`src/sv/ckrot_pkg.sv`:
```
// Package for the Cayley-Klein rotation block: datapath commands, controller states,
// fixed-point constants and the CORDIC arctangent table.
// No dependencies.
package ckrot_pkg;

  // Width of the controller step counter; it covers up to 32 steps.
  localparam int CNT_W = 5;

  // Fixed-point constants, angles in Q.30.
  localparam logic signed [34:0] Q30_PI      = 35'sd3373259426;
  localparam logic signed [34:0] Q30_HALF_PI = 35'sd1686629713;
  localparam logic signed [34:0] Q30_TWO_PI  = 35'sd6746518852;
  localparam logic signed [33:0] Q30_GAIN    = 34'sd652032875;
  localparam logic signed [17:0] ONE_Q16     = 18'sd65536;

  // Configuration register indexes.
  localparam logic [1:0] REG_POSITION  = 2'd0;
  localparam logic [1:0] REG_PHASE_COS = 2'd1;
  localparam logic [1:0] REG_PHASE_SIN = 2'd2;

  // Datapath operations issued by the controller.
  typedef enum logic [3:0] {
    OP_NONE,
    OP_LOAD,
    OP_PROD,
    OP_SQR,
    OP_SQRT,
    OP_SQRT_FIN,
    OP_DIV_INIT,
    OP_DIV,
    OP_CORDIC,
    OP_CS_RND,
    OP_SCALE,
    OP_MAC,
    OP_COMMIT
  } dp_op_t;

  // Controller states.
  typedef enum logic [3:0] {
    ST_IDLE,
    ST_PROD,
    ST_SQR,
    ST_SQRT,
    ST_SQRT_FIN,
    ST_DIV_INIT,
    ST_DIV,
    ST_CORDIC,
    ST_CS_RND,
    ST_SCALE,
    ST_MAC,
    ST_DONE
  } ctrl_state_t;

  typedef struct packed {
    dp_op_t           op;
    logic [CNT_W-1:0] cnt;
  } dp_cmd_t;

  typedef struct packed {
    logic out_busy;
  } dp_stat_t;

  // Arctangent of 2^-i in Q.30; past the table it is 2^(30-i).
  function automatic logic signed [34:0] atan_q30(input logic [CNT_W-1:0] i);
    logic signed [34:0] v;
    case (i)
      5'd0: v = 35'sd843314857;
      5'd1: v = 35'sd497837829;
      5'd2: v = 35'sd263043837;
      5'd3: v = 35'sd133525159;
      5'd4: v = 35'sd67021687;
      5'd5: v = 35'sd33543516;
      5'd6: v = 35'sd16775851;
      5'd7: v = 35'sd8388437;
      5'd8: v = 35'sd4194283;
      5'd9: v = 35'sd2097149;
      default: v = 35'sd1 <<< (6'd30 - {1'b0, i});
    endcase
    return v;
  endfunction

endpackage

```
`src/sv/ckrot_ctrl.sv`:
```
// Controller for the Cayley-Klein rotation block: sequences the datapath phases.
// Depends on ckrot_pkg.
module ckrot_ctrl #(
  parameter int CORDIC_STEPS = 16
) (
  input  logic               clk,
  input  logic               rst_n,
  input  logic               in_valid,
  output logic               in_stall,
  input  ckrot_pkg::dp_stat_t stat,
  output ckrot_pkg::dp_cmd_t  cmd
);
  import ckrot_pkg::*;

  ctrl_state_t      state_r, state_nxt;
  logic [CNT_W-1:0] cnt_r, cnt_nxt;

  // State and step counter.
  always_ff @(posedge clk) begin
    if (!rst_n) begin
      state_r <= ST_IDLE;
      cnt_r   <= '0;
    end else begin
      state_r <= state_nxt;
      cnt_r   <= cnt_nxt;
    end
  end

  // Next state and datapath commands.
  always_comb begin
    state_nxt = state_r;
    cnt_nxt   = cnt_r;
    cmd.op    = OP_NONE;
    cmd.cnt   = cnt_r;
    in_stall  = 1'b1;
    unique case (state_r)
      ST_IDLE: begin
        in_stall = 1'b0;
        if (in_valid) begin
          cmd.op    = OP_LOAD;
          state_nxt = ST_PROD;
          cnt_nxt   = '0;
        end
      end
      ST_PROD: begin
        cmd.op = OP_PROD;
        if (cnt_r == CNT_W'(2)) begin
          state_nxt = ST_SQR;
          cnt_nxt   = '0;
        end else begin
          cnt_nxt = cnt_r + 1'b1;
        end
      end
      ST_SQR: begin
        cmd.op = OP_SQR;
        if (cnt_r == CNT_W'(2)) begin
          state_nxt = ST_SQRT;
          cnt_nxt   = '0;
        end else begin
          cnt_nxt = cnt_r + 1'b1;
        end
      end
      ST_SQRT: begin
        cmd.op = OP_SQRT;
        if (cnt_r == CNT_W'(15)) begin
          state_nxt = ST_SQRT_FIN;
          cnt_nxt   = '0;
        end else begin
          cnt_nxt = cnt_r + 1'b1;
        end
      end
      ST_SQRT_FIN: begin
        cmd.op    = OP_SQRT_FIN;
        state_nxt = ST_DIV_INIT;
      end
      ST_DIV_INIT: begin
        cmd.op    = OP_DIV_INIT;
        state_nxt = ST_DIV;
        cnt_nxt   = '0;
      end
      ST_DIV: begin
        cmd.op = OP_DIV;
        if (cnt_r == CNT_W'(17)) begin
          state_nxt = ST_CORDIC;
          cnt_nxt   = '0;
        end else begin
          cnt_nxt = cnt_r + 1'b1;
        end
      end
      ST_CORDIC: begin
        cmd.op = OP_CORDIC;
        if (cnt_r == CNT_W'(CORDIC_STEPS - 1)) begin
          state_nxt = ST_CS_RND;
          cnt_nxt   = '0;
        end else begin
          cnt_nxt = cnt_r + 1'b1;
        end
      end
      ST_CS_RND: begin
        cmd.op    = OP_CS_RND;
        state_nxt = ST_SCALE;
        cnt_nxt   = '0;
      end
      ST_SCALE: begin
        cmd.op = OP_SCALE;
        if (cnt_r == CNT_W'(2)) begin
          state_nxt = ST_MAC;
          cnt_nxt   = '0;
        end else begin
          cnt_nxt = cnt_r + 1'b1;
        end
      end
      ST_MAC: begin
        cmd.op = OP_MAC;
        if (cnt_r == CNT_W'(15)) begin
          state_nxt = ST_DONE;
          cnt_nxt   = '0;
        end else begin
          cnt_nxt = cnt_r + 1'b1;
        end
      end
      ST_DONE: begin
        if (!stat.out_busy) begin
          cmd.op    = OP_COMMIT;
          state_nxt = ST_IDLE;
        end
      end
      default: begin
        state_nxt = ST_IDLE;
      end
    endcase
  end

endmodule

```
`config.mk`:
```
export PLATFORM = sky130hd
export DESIGN_NAME = ckrot_ctrl
export DESIGN_NICKNAME = d
export VERILOG_FILES = /design/src/sv/ckrot_pkg.sv /design/src/sv/ckrot_ctrl.sv
export SDC_FILE = /design/constraint.sdc
export NUM_CORES = 1
export LEC_CHECK = 0
export BUFFER_PORTS_ARGS = -buffer_cell sky130_fd_sc_hd__buf_2
export CAP_MARGIN = 20
export CORE_UTILIZATION = 50
export CTS_CLUSTER_DIAMETER = 60
export CTS_CLUSTER_SIZE = 25
export DETAILED_ROUTE_END_ITERATION = 10
export PLACE_DENSITY = 0.74
export SYNTH_ARGS = -nofsm -noshare
export SYNTH_HDL_FRONTEND = slang
export SYNTH_SLANG_ARGS = --single-unit
```
`constraint.sdc`:
```
create_clock -name clk -period 4.7 [get_ports clk]
set_clock_uncertainty 0.05 [all_clocks]
set_input_delay 0.47 -clock clk [delete_from_list [all_inputs] [get_ports clk]]
set_output_delay 0.47 -clock clk [all_outputs]
set_load 0.1 [all_outputs]
```
==> results of run 1 <==
-- cell usage in the layout (no fill, tap or decap) --
cell       netlist  final
buf_2            0     13
ha_1             5      5
clkbuf_4         0      3
or3b_2           2      2
nor3b_1          1      1
a21o_1           1      1
a21boi_0         1      1
nor2b_1          2      2
nor2_1           9      9
a211o_1          1      1
clkbuf_1         1      1
a31oi_1          3      3
a21oi_1          7      7
a32o_2           1      1
nand4bb_1        1      1
or4_1            2      2
o31ai_1          1      1
nor3_1           1      1
nand2_1         10     10
o21ai_0          1      1
a32o_1           1      1
xnor2_1          1      1
and3_1           1      1
or4b_1           1      1
a2bb2oi_1        1      1
clkinv_1         1      1
a211oi_1         1      1
nand3_1          3      3
a211oi_4         1      1
mux2i_1          3      3
a21bo_2          1      1
dfxtp_1          9      9
nand3b_1         3      3
nand4_1          2      2
inv_1            4      4
-- routing by layer --
layer | GRT usage | vias to the layer above | share of wire | wire length (um)
li1 | - | 340 | - | -
met1 | 0.274 | 279 | 0.50 | 693
met2 | 0.321 | 11 | 0.44 | 609
met3 | 0.0511 | 5 | 0.038 | 52
met4 | 0.0776 | 0 | 0.021 | 29
met5 | 0 | - | 0 | 0
-- synthesized netlist by cell type, types with 2 or more instances --
cell / n
buf_4: 2
nor2_1: 9
a31oi_1: 3
nand4_1: 2
mux2i_1: 3
nor2b_1: 2
nand3b_1: 3
or4_1: 2
ha_1: 5
dfxtp_1: 9
nand2_1: 10
nand3_1: 3
or3b_2: 2
inv_1: 4
a21oi_1: 7
-- how the worst max path moves through the flow --
stage,endpoint
floorplan,cmd[5]
global placement,cnt_r[3]
detailed placement,cnt_r[3]
CTS,cnt_r[3]
global route,cnt_r[3]
finish,cnt_r[3]
-- cells by family after synthesis --
| kind of cell | share of synthesized area |
|---|---|
| and+or+nand+nor | 0.297 |
| AOI/OAI and AO/OA | 0.227 |
| buffers and inverters | 0.0702 |
| DFF | 0.259 |
| adders and majority gates | 0.0901 |
| muxes | 0.0432 |
| xor gates and xnor gates | 0.0126 |
-- worst max-delay path, cell delays in order, from the launching register on --
cell and delay (ns):
dfxtp_1 0.40, inv_1 0.10, ha_1 0.22, nor3b_1 0.13, o21ai_0 0.41, a21oi_1 0.25
or4_1 0.54, a31oi_1 0.16
-- sequential cells by signal, indices dropped and copies added, names as in the netlist --
signal,count
state_r,4
cnt_r,5
-- area by class of cell --
cell class	count	area, um2	share of cell area
multi-input combinational	68	465	0.601
sequential	9	180	0.233
timing repair buffer	13	65.1	0.0840
clock buffer	4	26.3	0.0339
inverter	5	18.8	0.0242
tap	15	18.8	0.0242
-- per-stage QoR --
| step | util | hold WS (ns) | instances | cell area, um2 | worst slack, ns |
|---|---|---|---|---|---|
| final | 0.595 | 0.489 | 114 | 774 | 2.36 |
| after global placement | 0.575 | 0.479 | 110 | 748 | 2.44 |
| after global routing | 0.595 | 0.524 | 114 | 774 | 2.19 |
| after floorplan | - | 0.590 | 86 | 694 | 1.29 |
| after CTS | 0.595 | 0.497 | 114 | 774 | 2.35 |
| after detailed placement | 0.575 | 0.491 | 110 | 748 | 2.37 |
==> impl_results.md, run 1 <==
- Status: completed
- Initial antenna violation count: 0
- Total CTS buffers: 3
- Drc violations: 0
- Post-synth EDFFs: 0
- Final Cycle Share: 0.497
- Min-delay src: cnt_r[3]
- H-tree levels: 1
- Crit Path Class: register to register
- Reg2Reg Depth: 7
- Library cells used by synthesis: 35
- Number of I/O port buffers: 13
- Total number of vias: 635
- Hold path depth: 2
- R2R Path Start: cnt_r[0]
- Clock sinks: 9
- Ant diodes: 0
- Max Fclk: 0.428 GHz
- Synth area leader: dfxtp_1
- Clk_lat worst skew: 0.26 ns
- Worst R2R Setup Slack: 2.36 ns
- Die span in x: 39.3 um
- Final worst path period need: 2.34 ns
- Setup crit end kind: register
- GP Congestion: 0.813
- Pins Over Slew Limit: 0
- GRT Total Usage: 0.207
- Synth top area cells: dfxtp_1 26%, ha_1 9.0%, nand2_1 5.4%, a21oi_1 5.0%, nor2_1 4.9%
- Mean Syn Cell Area: 8.07 um2
- Syn_nets: 95
- RSZ-0062 raised after global routing: no
- Worst slew pin tran: 0.818 ns
- Syn Inst Count: 86
- Max_cap viols: 0
- CTS root buf: clkbuf_4
- FF+latch count, synth: 9
- Post-synth top area share: 0.259
- CTS tree: done
- Startpoint types: register
- Wire per inst: 12.1 um
- Mapped Area: 694 um2
- Ys Warns: 0
- Die height: 39.3 um
- Vias in the first global route: 499
- Worst EP required: 4.84 ns
- Post_cts resized: 0
- Setup tns final: 0 ns
- Hold WC Path Type: register to register
- Layout area overhead: 11.5%
- Core area: 1300 um2
- Final setup vio count: 0
- CP max FO: 6
- Largest net degree at the start of global routing: 16
- Hold Path End: cnt_r[3]
- CTS max path bufs: 2
- Reg2reg end: cnt_r[3]
- WP data arrival: 2.47 ns
- Die area: 1540 um2
- Pre-antenna DRT Iters: 4
- Reg clk slew, reported paths: 0.06 ns
- Async SR Flop Fraction: 0
- Crit path launch: cnt_r[0]
- Share of cells above drive strength 1: 0.212
- Register area share after synthesis: 0.259
- First-pass GRT wire length: 2130 um
- Row count: 13
- Hold Vio Cnt, Final: 0
- Worst rel slew slack: 0.450
- Post-detail-place hpwl: 1010 um
- Routed vias/inst: 5.57
- Io pins: 14
- Post-synth top flop: dfxtp_1
- Final nets: 109
- DRT antenna net count: 0
- Post-CTS setup buffers: 0
- Layout filler cell count: 143
- DRT Wirelength: 1390 um
- GRT overflow: 0
- Starting Density: 0.534
- Iteration-0 DRC Markers: 13
- CTS Hold Buffers Added: 0
Power of run 1 is not shown: default switching activity piles up to over one toggle a cycle in this logic, so the estimate is an artifact.
==> run 2: changes to the inputs <==
- CORE_UTILIZATION: 50 -> 47
- PLACE_DENSITY: 0.74 -> 0.73
- clock period: 4.7 -> 2.12 ns (I/O delays scaled with it)
==> run 2 against run 1 <==
  * Final area up 11%
  * Highest routed layer unchanged
  * Flip-flop and latch count is the same
  * Wire length rose by 12%
  * Via count is 7.6% higher
  * Global-route usage decreased by 0.15 points
  * Setup slack worse by 2.3 ns
  * First-iteration DRC count up 15%
  * Utilization up 5.0 points
==> impl_results.md, run 2 (synthesized netlist as in run 1, its figures left out) <==
- Min-delay src: rst_n
- Pins Over Slew Limit: 0
- Storage cell area: 191 um2
- GP Congestion: 0.807
- Final setup vio count: 0
- Critical Path Max Stage Delay: 0.44 ns
- Commonest non-fill, non-tap cell in the layout: buf_2
- GRT overflow: 0
- Die area: 1640 um2
- Routed vias/inst: 5.74
- Clk_lat worst skew: 0.27 ns
- Reg2reg end: state_r[2]
- Max Fclk: 0.480 GHz
- Biggest regs: cnt_r x5, state_r x4
- Reg clk slew, reported paths: 0.07 ns
- Clock sinks: 9
- Footprint of the multi-input gates: 497 um2
- Drc violations: 0
- Crit Path Class: register to register
- DRT antenna net count: 0
- Slowest CP cell: or4b_4
- Worst R2R Setup Slack: 0.04 ns
- CTS max path bufs: 2
- Hold Vio Cnt, Final: 0
- Die height: 40.4 um
- RSZ-0062 raised after global routing: yes
- First-pass GRT wire length: 2270 um
- Number of I/O port buffers: 13
- Worst slew pin tran: 0.484 ns
- Layout area overhead: 24.0%
- Routed wl met2: 690 um
- Final Cycle Share: 0.983
- Top routing layer used: met4
- Post-CTS setup buffers: 0
- CTS root buf: clkbuf_4
- PnR worst setup slack: 0.0369 ns
- Max_cap viols: 0
- Layout filler cell count: 114
- Final worst path period need: 2.08 ns
- Die span in x: 40.4 um
- Finished Core Util: 0.645
- Core area: 1330 um2
- CTS Hold Buffers Added: 0
- R2R Path Start: cnt_r[0]
- Hold WC Path Type: input port to register
- Starting Density: 0.521
- Met3 routed WL: 71 um
- Max FFs per register: 5
- Vias in the first global route: 550
- Dpl cell area: 825 um2
- Post-detail-place hpwl: 1160 um
- WP data arrival: 2.19 ns
- Hold Path End: cnt_r[1]
- Startpoint types: register
- Total CTS buffers: 3
- Hold path depth: 3
- Place WS: 0.0384 ns
- Setup crit end kind: register
- GRT Total Usage: 0.206
- Share of cells above drive strength 1: 0.375
- Fin area: 861 um2
- Biggest register: cnt_r
- Row count: 13
- Final nets: 114
- DRT Wirelength: 1550 um
- Ant diodes: 0
- Iteration-0 DRC Markers: 15
- Worst EP required: 2.22 ns
- Initial antenna violation count: 0
- Reg2Reg Depth: 7
- H-tree levels: 1
- DRT met1 WL: 746 um
- Worst rel slew slack: 0.679
- Commonest non-fill, non-tap cells in the layout: 12 x buf_2, 10 x nand2_1, 9 x nor2_1, 5 x a21oi_1, 5 x buf_4
- Largest net degree at the start of global routing: 12
- Io pins: 14
- CP max FO: 5
- Status: completed
- Pre-antenna DRT Iters: 4
- Wire per inst: 13.0 um
- Total number of vias: 683
- CP Cell Sequence: inv_4, ha_4, or4b_4, a32o_2, a211oi_4, mux2i_1, a21oi_1
- CTS tree: done
-- run 2: cell types whose count changed in the layout (fill, tap and decap cells not counted), sizes merged --
cell and delta:
buf +4, clkinv +1
-- run 2: final cells by class --
type,count,share of cell area
clock buffers,3,0.0262
clock inverters,1,0.00581
inverters,5,0.0247
multi-input cells,68,0.577
flip-flops and latches,9,0.222
well taps,15,0.0218
repair buffers,18,0.122
-- run 2: repair_timing --
item	CTS	global route
hold endpoints to repair	0	0
resized for setup	0	3
setup endpoints to repair	0	8
-- run 2: critical path, delay by kind of cell (launching register included) --
| kind | cells | cell delay (ns) |
|---|---|---|
| flip-flops | 1 | 0.36 |
| buffers and inverters | 1 | 0.06 |
| AO/OA/AOI/OAI | 3 | 0.72 |
| multiplexers | 1 | 0.23 |
| adder cells (fa/ha/maj) | 1 | 0.11 |
| AND/OR/NAND/NOR | 1 | 0.44 |
-- run 2: through the flow --
step,hold WS [ns],cells,setup TNS (ns)
2_1_floorplan,0.360,86,-0.113
3_3_place_gp,0.444,115,0
3_5_place_dp,0.454,115,0
4_1_cts,0.246,119,0
5_1_grt,0.251,119,-0.112
6_report,0.258,119,0
-- run 2: metal layers --
metal  vias to the layer above  GRT usage
li1                        351          -
met1                       301      0.240
met2                        25      0.369
met3                         6     0.0333
met4                         0     0.0750
met5                         -          0
-- run 2: how the worst max path moves through the flow --
| stage | start | endpoint | slack, ns | cells after the start |
|---|---|---|---|---|
| floorplan | cnt_r[1] | state_r[2] | -0.05 | 6 |
| global placement | cnt_r[0] | state_r[2] | 0.08 | 7 |
| detailed placement | cnt_r[0] | state_r[2] | 0.04 | 7 |
| CTS | cnt_r[0] | state_r[2] | 0.03 | 7 |
| global route | cnt_r[0] | cnt_r[2] | -0.04 | 7 |
| finish | cnt_r[0] | state_r[2] | 0.04 | 7 |
Power of run 2 is left out for the same reason.
