**src/sv/ckrot_pkg.sv**
```systemverilog
// Package for the Cayley-Klein rotation block: datapath commands, controller states,
// fixed-point constants and the CORDIC arctangent table.
// No dependencies.
package ckrot_pkg;

  // Width of the controller step counter; it covers up to 32 steps.
  localparam int CNT_W = 5;

  // Fixed-point constants, angles in Q.30.
  localparam logic signed [34:0] Q30_PI      = 35'sd3373259426;
  localparam logic signed [34:0] Q30_HALF_PI = 35'sd1686629713;
  localparam logic signed [34:0] Q30_TWO_PI  = 35'sd6746518852;
  localparam logic signed [33:0] Q30_GAIN    = 34'sd652032875;
  localparam logic signed [17:0] ONE_Q16     = 18'sd65536;

  // Configuration register indexes.
  localparam logic [1:0] REG_POSITION  = 2'd0;
  localparam logic [1:0] REG_PHASE_COS = 2'd1;
  localparam logic [1:0] REG_PHASE_SIN = 2'd2;

  // Datapath operations issued by the controller.
  typedef enum logic [3:0] {
    OP_NONE,
    OP_LOAD,
    OP_PROD,
    OP_SQR,
    OP_SQRT,
    OP_SQRT_FIN,
    OP_DIV_INIT,
    OP_DIV,
    OP_CORDIC,
    OP_CS_RND,
    OP_SCALE,
    OP_MAC,
    OP_COMMIT
  } dp_op_t;

  // Controller states.
  typedef enum logic [3:0] {
    ST_IDLE,
    ST_PROD,
    ST_SQR,
    ST_SQRT,
    ST_SQRT_FIN,
    ST_DIV_INIT,
    ST_DIV,
    ST_CORDIC,
    ST_CS_RND,
    ST_SCALE,
    ST_MAC,
    ST_DONE
  } ctrl_state_t;

  typedef struct packed {
    dp_op_t           op;
    logic [CNT_W-1:0] cnt;
  } dp_cmd_t;

  typedef struct packed {
    logic out_busy;
  } dp_stat_t;

  // Arctangent of 2^-i in Q.30; past the table it is 2^(30-i).
  function automatic logic signed [34:0] atan_q30(input logic [CNT_W-1:0] i);
    logic signed [34:0] v;
    case (i)
      5'd0: v = 35'sd843314857;
      5'd1: v = 35'sd497837829;
      5'd2: v = 35'sd263043837;
      5'd3: v = 35'sd133525159;
      5'd4: v = 35'sd67021687;
      5'd5: v = 35'sd33543516;
      5'd6: v = 35'sd16775851;
      5'd7: v = 35'sd8388437;
      5'd8: v = 35'sd4194283;
      5'd9: v = 35'sd2097149;
      default: v = 35'sd1 <<< (6'd30 - {1'b0, i});
    endcase
    return v;
  endfunction

endpackage

```
**src/sv/ckrot_dp.sv**
```systemverilog
// Datapath for the Cayley-Klein rotation block: shared multiplier, square root,
// three-lane divider, CORDIC, spinor state and output register. Depends on ckrot_pkg.
module ckrot_dp (
  input  logic                clk,
  input  logic                rst_n,
  input  ckrot_pkg::dp_cmd_t  cmd,
  output ckrot_pkg::dp_stat_t stat,
  input  logic                cfg_valid,
  input  logic [1:0]          cfg_index,
  input  logic [15:0]         cfg_data,
  input  logic signed [15:0]  in_rf_sample,
  input  logic signed [15:0]  in_gradient_sample,
  input  logic                in_first,
  input  logic                in_last,
  output logic                out_valid,
  input  logic                out_stall,
  output logic signed [17:0]  out_alpha_re,
  output logic signed [17:0]  out_alpha_im,
  output logic signed [17:0]  out_beta_re,
  output logic signed [17:0]  out_beta_im,
  output logic                out_final_res
);
  import ckrot_pkg::*;

  // Configuration and input registers.
  logic signed [15:0] pos_r, pcos_r, psin_r;
  logic signed [15:0] rf_r, gr_r;
  logic               last_r;
  // Angle components: cg, cpr, cpi.
  logic signed [15:0] comp_r [3];
  // Square root.
  logic [31:0]        sum_r, sv_r, sr_r;
  logic [30:0]        sbit_r;
  logic [16:0]        phi_r;
  // Division lanes.
  logic [17:0]        drem_r [3];
  logic [17:0]        dnum_r [3];
  logic [17:0]        dq_r   [3];
  // CORDIC.
  logic signed [34:0] z_r;
  logic signed [33:0] x_r, y_r;
  logic               flip_r;
  logic signed [17:0] c_r, s_r;
  // al1, be0, be1.
  logic signed [17:0] k_r [3];
  // Spinor state a0, a1, b0, b1 and its next value.
  logic signed [17:0] st_r  [4];
  logic signed [17:0] nst_r [4];
  logic signed [37:0] acc_r;
  logic               out_valid_r;
  logic signed [17:0] o_r [4];
  logic               ofin_r;

  logic signed [17:0] mul_a, mul_b;
  logic signed [35:0] prod;
  logic               mac_neg;

  assign stat.out_busy = out_valid_r && out_stall;

  // Signed axis component of one lane; (0,0,1) when the angle is zero.
  function automatic logic signed [17:0] axis(input int j);
    logic signed [17:0] q;
    q = $signed(dq_r[j]);
    if (phi_r == '0) begin
      return (j == 0) ? ONE_Q16 : 18'sd0;
    end
    return comp_r[j][15] ? -q : q;
  endfunction

  // Shared multiplier operand selection.
  always_comb begin
    mul_a   = '0;
    mul_b   = '0;
    mac_neg = 1'b0;
    case (cmd.op)
      OP_PROD: begin
        case (cmd.cnt[1:0])
          2'd0: begin
            mul_a = 18'(pos_r);
            mul_b = 18'(gr_r);
          end
          2'd1: begin
            mul_a = 18'(rf_r);
            mul_b = 18'(pcos_r);
          end
          default: begin
            mul_a = 18'(rf_r);
            mul_b = 18'(psin_r);
          end
        endcase
      end
      OP_SQR: begin
        mul_a = 18'(comp_r[cmd.cnt[1:0]]);
        mul_b = 18'(comp_r[cmd.cnt[1:0]]);
      end
      OP_SCALE: begin
        mul_b = s_r;
        case (cmd.cnt[1:0])
          2'd0:    mul_a = axis(0);
          2'd1:    mul_a = axis(2);
          default: mul_a = axis(1);
        endcase
      end
      OP_MAC: begin
        // Terms of a' = al*a - be*conj(b) and b' = al*b + be*conj(a).
        case (cmd.cnt[3:0])
          4'd0:  begin mul_a = c_r;    mul_b = st_r[0]; end
          4'd1:  begin mul_a = k_r[0]; mul_b = st_r[1]; mac_neg = 1'b1; end
          4'd2:  begin mul_a = k_r[1]; mul_b = st_r[2]; mac_neg = 1'b1; end
          4'd3:  begin mul_a = k_r[2]; mul_b = st_r[3]; mac_neg = 1'b1; end
          4'd4:  begin mul_a = c_r;    mul_b = st_r[1]; end
          4'd5:  begin mul_a = k_r[0]; mul_b = st_r[0]; end
          4'd6:  begin mul_a = k_r[2]; mul_b = st_r[2]; mac_neg = 1'b1; end
          4'd7:  begin mul_a = k_r[1]; mul_b = st_r[3]; end
          4'd8:  begin mul_a = c_r;    mul_b = st_r[2]; end
          4'd9:  begin mul_a = k_r[0]; mul_b = st_r[3]; mac_neg = 1'b1; end
          4'd10: begin mul_a = k_r[1]; mul_b = st_r[0]; end
          4'd11: begin mul_a = k_r[2]; mul_b = st_r[1]; end
          4'd12: begin mul_a = c_r;    mul_b = st_r[3]; end
          4'd13: begin mul_a = k_r[0]; mul_b = st_r[2]; end
          4'd14: begin mul_a = k_r[2]; mul_b = st_r[0]; end
          default: begin mul_a = k_r[1]; mul_b = st_r[1]; mac_neg = 1'b1; end
        endcase
      end
      default: begin
        mul_a = '0;
        mul_b = '0;
      end
    endcase
  end

  assign prod = mul_a * mul_b;

  // Rounded and saturated angle product.
  logic signed [35:0] prod_rnd;
  logic signed [15:0] prod_sat;
  always_comb begin
    if (cmd.cnt[1:0] == 2'd0) begin
      prod_rnd = (prod + 36'sd2048) >>> 12;
    end else begin
      prod_rnd = (prod + 36'sd8192) >>> 14;
    end
    if (prod_rnd > 36'sd32767) begin
      prod_sat = 16'sh7fff;
    end else if (prod_rnd < -36'sd32768) begin
      prod_sat = 16'sh8000;
    end else begin
      prod_sat = prod_rnd[15:0];
    end
  end

  // Square root step.
  logic [31:0] sq_trial;
  assign sq_trial = sr_r + {1'b0, sbit_r};

  // Division numerators and steps.
  logic [32:0] dnum_init [3];
  logic [18:0] dtrial    [3];
  always_comb begin
    for (int j = 0; j < 3; j++) begin
      dnum_init[j] = {1'b0, (comp_r[j][15] ? 16'(-comp_r[j]) : 16'(comp_r[j])), 16'b0}
                     + {17'b0, phi_r[16:1]};
      dtrial[j]    = {drem_r[j], dnum_r[j][17]};
    end
  end

  // Half angle taken to Q.30 and folded into [-pi/2, pi/2].
  logic signed [34:0] z_wrap, z_fold;
  logic               fold;
  always_comb begin
    z_wrap = $signed({1'b0, phi_r, 17'b0});
    if (z_wrap > Q30_PI) begin
      z_wrap = z_wrap - Q30_TWO_PI;
    end
    z_fold = z_wrap;
    fold   = 1'b0;
    if (z_wrap > Q30_HALF_PI) begin
      z_fold = Q30_PI - z_wrap;
      fold   = 1'b1;
    end else if (z_wrap < -Q30_HALF_PI) begin
      z_fold = -Q30_PI - z_wrap;
      fold   = 1'b1;
    end
  end

  // Rounded cosine and sine.
  logic signed [33:0] x_rnd, y_rnd;
  assign x_rnd = (x_r + 34'sd8192) >>> 14;
  assign y_rnd = (y_r + 34'sd8192) >>> 14;

  // Multiply-accumulate and final rounding of one spinor part.
  logic signed [37:0] acc_sum, acc_rnd;
  logic signed [17:0] acc_sat;
  always_comb begin
    acc_sum = (cmd.cnt[1:0] == 2'd0) ? 38'sd0 : acc_r;
    acc_sum = mac_neg ? acc_sum - 38'(prod) : acc_sum + 38'(prod);
    acc_rnd = (acc_sum + 38'sd32768) >>> 16;
    if (acc_rnd > 38'sd131071) begin
      acc_sat = 18'sh1ffff;
    end else if (acc_rnd < -38'sd131072) begin
      acc_sat = 18'sh20000;
    end else begin
      acc_sat = acc_rnd[17:0];
    end
  end

  logic signed [35:0] scale_rnd;
  assign scale_rnd = (prod + 36'sd32768) >>> 16;

  // Configuration registers.
  always_ff @(posedge clk) begin
    if (!rst_n) begin
      pos_r  <= '0;
      pcos_r <= 16'sd16384;
      psin_r <= '0;
    end else if (cfg_valid) begin
      unique case (cfg_index)
        REG_POSITION:  pos_r  <= cfg_data;
        REG_PHASE_COS: pcos_r <= cfg_data;
        REG_PHASE_SIN: psin_r <= cfg_data;
        default: ;
      endcase
    end
  end

  // Spinor state.
  always_ff @(posedge clk) begin
    if (!rst_n) begin
      st_r[0] <= ONE_Q16;
      st_r[1] <= '0;
      st_r[2] <= '0;
      st_r[3] <= '0;
    end else if (cmd.op == OP_LOAD && in_first) begin
      st_r[0] <= ONE_Q16;
      st_r[1] <= '0;
      st_r[2] <= '0;
      st_r[3] <= '0;
    end else if (cmd.op == OP_COMMIT) begin
      for (int j = 0; j < 4; j++) begin
        st_r[j] <= nst_r[j];
      end
    end
  end

  // Output register.
  always_ff @(posedge clk) begin
    if (!rst_n) begin
      out_valid_r <= 1'b0;
    end else if (cmd.op == OP_COMMIT) begin
      out_valid_r <= 1'b1;
    end else if (!out_stall) begin
      out_valid_r <= 1'b0;
    end
  end

  always_ff @(posedge clk) begin
    if (cmd.op == OP_COMMIT) begin
      for (int j = 0; j < 4; j++) begin
        o_r[j] <= nst_r[j];
      end
      ofin_r <= last_r;
    end
  end

  // Working registers of one item.
  always_ff @(posedge clk) begin
    case (cmd.op)
      OP_LOAD: begin
        rf_r   <= in_rf_sample;
        gr_r   <= in_gradient_sample;
        last_r <= in_last;
        sum_r  <= '0;
      end
      OP_PROD: begin
        comp_r[cmd.cnt[1:0]] <= prod_sat;
      end
      OP_SQR: begin
        sum_r <= sum_r + prod[31:0];
        sv_r  <= sum_r + prod[31:0];
        sr_r  <= '0;
        sbit_r <= 31'h40000000;
      end
      OP_SQRT: begin
        if (sv_r >= sq_trial) begin
          sv_r <= sv_r - sq_trial;
          sr_r <= (sr_r >> 1) + {1'b0, sbit_r};
        end else begin
          sr_r <= sr_r >> 1;
        end
        sbit_r <= sbit_r >> 2;
      end
      OP_SQRT_FIN: begin
        phi_r <= sr_r[16:0] + {16'b0, (sv_r > sr_r)};
      end
      OP_DIV_INIT: begin
        for (int j = 0; j < 3; j++) begin
          drem_r[j] <= {3'b0, dnum_init[j][32:18]};
          dnum_r[j] <= dnum_init[j][17:0];
          dq_r[j]   <= '0;
        end
        z_r    <= z_fold;
        flip_r <= fold;
        x_r    <= Q30_GAIN;
        y_r    <= '0;
      end
      OP_DIV: begin
        for (int j = 0; j < 3; j++) begin
          if (dtrial[j] >= {2'b0, phi_r}) begin
            drem_r[j] <= 18'(dtrial[j] - {2'b0, phi_r});
            dq_r[j]   <= {dq_r[j][16:0], 1'b1};
          end else begin
            drem_r[j] <= dtrial[j][17:0];
            dq_r[j]   <= {dq_r[j][16:0], 1'b0};
          end
          dnum_r[j] <= {dnum_r[j][16:0], 1'b0};
        end
      end
      OP_CORDIC: begin
        if (z_r >= 0) begin
          x_r <= x_r - (y_r >>> cmd.cnt);
          y_r <= y_r + (x_r >>> cmd.cnt);
          z_r <= z_r - atan_q30(cmd.cnt);
        end else begin
          x_r <= x_r + (y_r >>> cmd.cnt);
          y_r <= y_r - (x_r >>> cmd.cnt);
          z_r <= z_r + atan_q30(cmd.cnt);
        end
      end
      OP_CS_RND: begin
        c_r <= flip_r ? -x_rnd[17:0] : x_rnd[17:0];
        s_r <= y_rnd[17:0];
      end
      OP_SCALE: begin
        k_r[cmd.cnt[1:0]] <= scale_rnd[17:0];
      end
      OP_MAC: begin
        acc_r <= acc_sum;
        if (cmd.cnt[1:0] == 2'd3) begin
          nst_r[cmd.cnt[3:2]] <= acc_sat;
        end
      end
      default: ;
    endcase
  end

  assign out_valid     = out_valid_r;
  assign out_alpha_re  = o_r[0];
  assign out_alpha_im  = o_r[1];
  assign out_beta_re   = o_r[2];
  assign out_beta_im   = o_r[3];
  assign out_final_res = ofin_r;

endmodule

```
**config.mk**
```make
export PLATFORM = sky130hd
export DESIGN_NAME = ckrot_dp
export DESIGN_NICKNAME = d
export VERILOG_FILES = /design/src/sv/ckrot_pkg.sv /design/src/sv/ckrot_dp.sv
export SDC_FILE = /design/constraint.sdc
export NUM_CORES = 2
export LEC_CHECK = 0
export ABC_AREA = 0
export BUFFER_PORTS_ARGS = -buffer_cell sky130_fd_sc_hd__buf_4
export CORE_UTILIZATION = 30
export DETAILED_ROUTE_END_ITERATION = 12
export PLACE_DENSITY = 0.42
export SLEW_MARGIN = 20
export SYNTH_ARGS = -nofsm -noshare
export SYNTH_HDL_FRONTEND = slang
export SYNTH_SLANG_ARGS = --single-unit
```
**constraint.sdc**
```tcl
create_clock -name clk -period 29.7 [get_ports clk]
set_input_delay 5.94 -clock clk [delete_from_list [all_inputs] [get_ports clk]]
set_output_delay 5.94 -clock clk [all_outputs]
set_load 0.1 [all_outputs]
```
==> impl_metrics.tcl <==
set metrics [dict create \
    status "finished, final reports clean" \
    synth_cell_type_count 99 \
    synth.ff_latch_count 854 \
    peakVddDrop_mv 0.0525 \
    cts-root-buf "clkbuf_16" \
    yosysTopAreaCell "edfxtp_1" \
    htreeDepth 3 \
    path_buf_inv 8 \
    initial_core_util 0.302 \
    drc 0 \
    crit_path_frequent_cell "fa_1" \
    critPathKind "in2reg" \
    syn_area_um2 74400 \
    syn_avg_cell_area_um2 9.36 \
    wl_per_cell_um 24.3 \
    core_um2 246000 \
    cp-start-kind "input port" \
    area_delta_synth_final_pct 11.8 \
    cts.sinks 854 \
    cp.required_ps 30180 \
    grt_pass1_vias 59400 \
    relSlewSlack 0.150 \
    fmax_mhz 47.7 \
    yosysWarnings 0 \
    cts_hold_buffers 0 \
    path_clk_slew_ps 60 \
    synth-edff-count 786 \
    arrival_ps 21440 \
    synthCells 7948 \
    layout.nets 8815 \
    io_buffers 139 \
    ios 140 \
    maxCapViolCount 0 \
    antenna_found_initial 17 \
    post-cts-setup-buffers 0 \
    critPathTopFamily "compound AO/OA/AOI/OAI gates" \
    grtUsageTotal 0.218 \
    floorplan.die_area_um2 250000 \
    ys_seq_area_frac 0.335 \
    routed_wl_mm 276 \
    endpoint_kind "flip-flop" \
    synth_ff_type "edfxtp_1" \
    fin_crit_sh 0.706 \
    die-height_um 500 \
    tns_ps 0 \
    layout-drive-gt1-share 0.0906 \
    grt_max_degree 101 \
    dp_hpwl_mm 211 \
    row_count 182 \
    worstPathMaxFanout 100 \
    syn_nets 8793 \
    rsz0062_at_grt "false" \
    grt_overflow_total 0 \
    synth.top_cell.area_share 0.317 \
    period_needed_ps 20950 \
    async_flop_share 0 \
    netlist_top_cells_area "edfxtp_1 (32%), fa_1 (9.1%), ha_1 (7.4%)" \
    max_stage_delay_ps 950 \
    finalMaxSlewViolations 0 \
    clockBufferDepth 3 \
    clock_latency_ps 790 \
    antenna_left 0 \
    drtIter0Drc 5253 \
    place_congestion 0.912 \
    skew_ps 76.7 \
    first_pass_iters 6 \
    hold_viol 0 \
    cts_tree "done" \
    power_per_cell_area_nw_per_um2 50.7 \
    cts_buffers 109 \
    die_x_um 500 \
    ctsResizeCount 0 \
    grt_pass1_wl_mm 409 \
    avgViaCountPerCell 5.32 \
    p_total_mw 4.22 \
    routed-via-count 60600 \
    cp_slowest_cell "a21oi_1" \
    worst_pin_slew_ps 1260 \
    cellLeakagePower_nw 32.1 \
    hp-class "reg2reg" \
    setup_viol 0 \
]
-- routing by layer --
metal  up-vias  routed length (um)  part of all wire  track usage
li1      28400                   -                 -            -
met1     30300              132000              0.48        0.320
met2      1676              123000              0.44        0.337
met3       283               14900             0.054       0.0258
met4         6                6520             0.024       0.0530
met5         -                  34           0.00012            0
-- cell type report --
type                       instances  area [um^2]
clock inverter                    66          743
inverter                         665         2500
antenna                           14         35.0
sequential                       854        25000
tap                             3312         4140
timing repair buffer             277         2120
clock buffer                     134         2870
fill                           25100       163000
multi-input combinational       6063        45800
-- state kept, by name (all words and copies together), names as in the netlist, 32 cells and up --
signal,count
acc_r,38
nst_r,72
k_r,54
st_r,72
dq_r,54
drem_r,54
y_r,34
sum_r,32
o_r,72
sr_r,32
comp_r,64
x_r,34
z_r,35
sv_r,32
-- through the flow --
step | util | cell area, um^2 | worst slack, ps | hold slack (ps) | instances
final | 0.338 | 83200 | 8750 | 428 | 11400
after global routing | 0.338 | 83200 | 7580 | 458 | 11400
after CTS | 0.338 | 83100 | 8790 | 428 | 11400
after detailed placement | 0.323 | 79500 | 8060 | 412 | 11200
after global placement | 0.323 | 79500 | 8010 | 406 | 11200
after floorplan | - | 74400 | 10870 | 400 | 7948
-- path summary, 6_finish.rpt --
path	cells past startpoint	end	slack, ps	startpoint
setup reg to reg	42	nst_r[2][1]	14040	phi_r[4]
hold reg to reg	0	out_final_res	430	last_r
hold / removal	0	out_final_res	430	last_r
setup / recovery	42	nst_r[2][1]	8750	cmd[0]
-- kinds of logic after synthesis --
family                   Yosys count  share of synthesized area
adder cells (fa/ha/maj)          780                      0.165
flip-flops                       854                      0.335
multiplexers                     252                     0.0527
AO/OA/AOI/OAI                   1828                      0.159
buffers and inverters           1031                     0.0529
AND/OR/NAND/NOR                 2601                      0.163
XOR/XNOR                         602                     0.0714
-- where the power goes --
group / switching, mW / internal [mW]
Sequential: 0.0274 / 1.40
Clock: 0.589 / 0.777
Combinational: 0.935 / 0.487
Total: 1.55 / 2.67
-- layout by cell type (no fill, tap or decap), types with 34 or more instances in the layout --
cell         n
nand2_1    833
dfxtp_1     68
or3_1       66
mux2_2      34
ha_1       442
and2_1      95
mux2i_1    109
o21a_1      67
o21ai_1     34
clkbuf_16  110
o211ai_1    39
o21ai_0    456
nand3_1    164
xnor2_1    396
a21oi_1    413
nand4_1     69
fa_1       338
o21bai_1    34
a21boi_0    86
mux4_2     108
a31oi_1     78
edfxtp_1   786
a211oi_1    78
nor2b_1    104
o31ai_1     58
a21o_1     107
nor4_1      37
nor2_1     732
nand2b_1   104
buf_4      273
and3_1     126
nor3_1     128
xor2_1     201
inv_1      648
a221oi_1    49
-- Yosys cell counts, drive strengths merged, types with 54 or more instances --
library cell,n
a211oi,90
a21boi,88
inv,658
fa,338
o21a,67
ha,442
clkbuf,295
and3,127
o21ai,494
mux2i,110
nor2,740
a31oi,79
xor2,203
a21o,107
nand3,168
edfxtp,786
nor3,136
nand4,69
dfxtp,68
a221oi,54
xnor2,398
and2,97
nand2b,104
a21oi,415
o31ai,59
nor2b,104
buf,71
nand2,836
or3,67
mux4,108
-- worst register-to-register path: cells and delay by family (launching register included) --
kind / cells / cell delay (ps)
xor gates and xnor gates: 2 / 470
and+or+nand+nor: 10 / 3730
adders and majority gates: 10 / 4130
buffers and inverters: 6 / 810
DFF: 1 / 560
AOI/OAI and AO/OA: 14 / 5650
(Power assumes the default switching activity.)
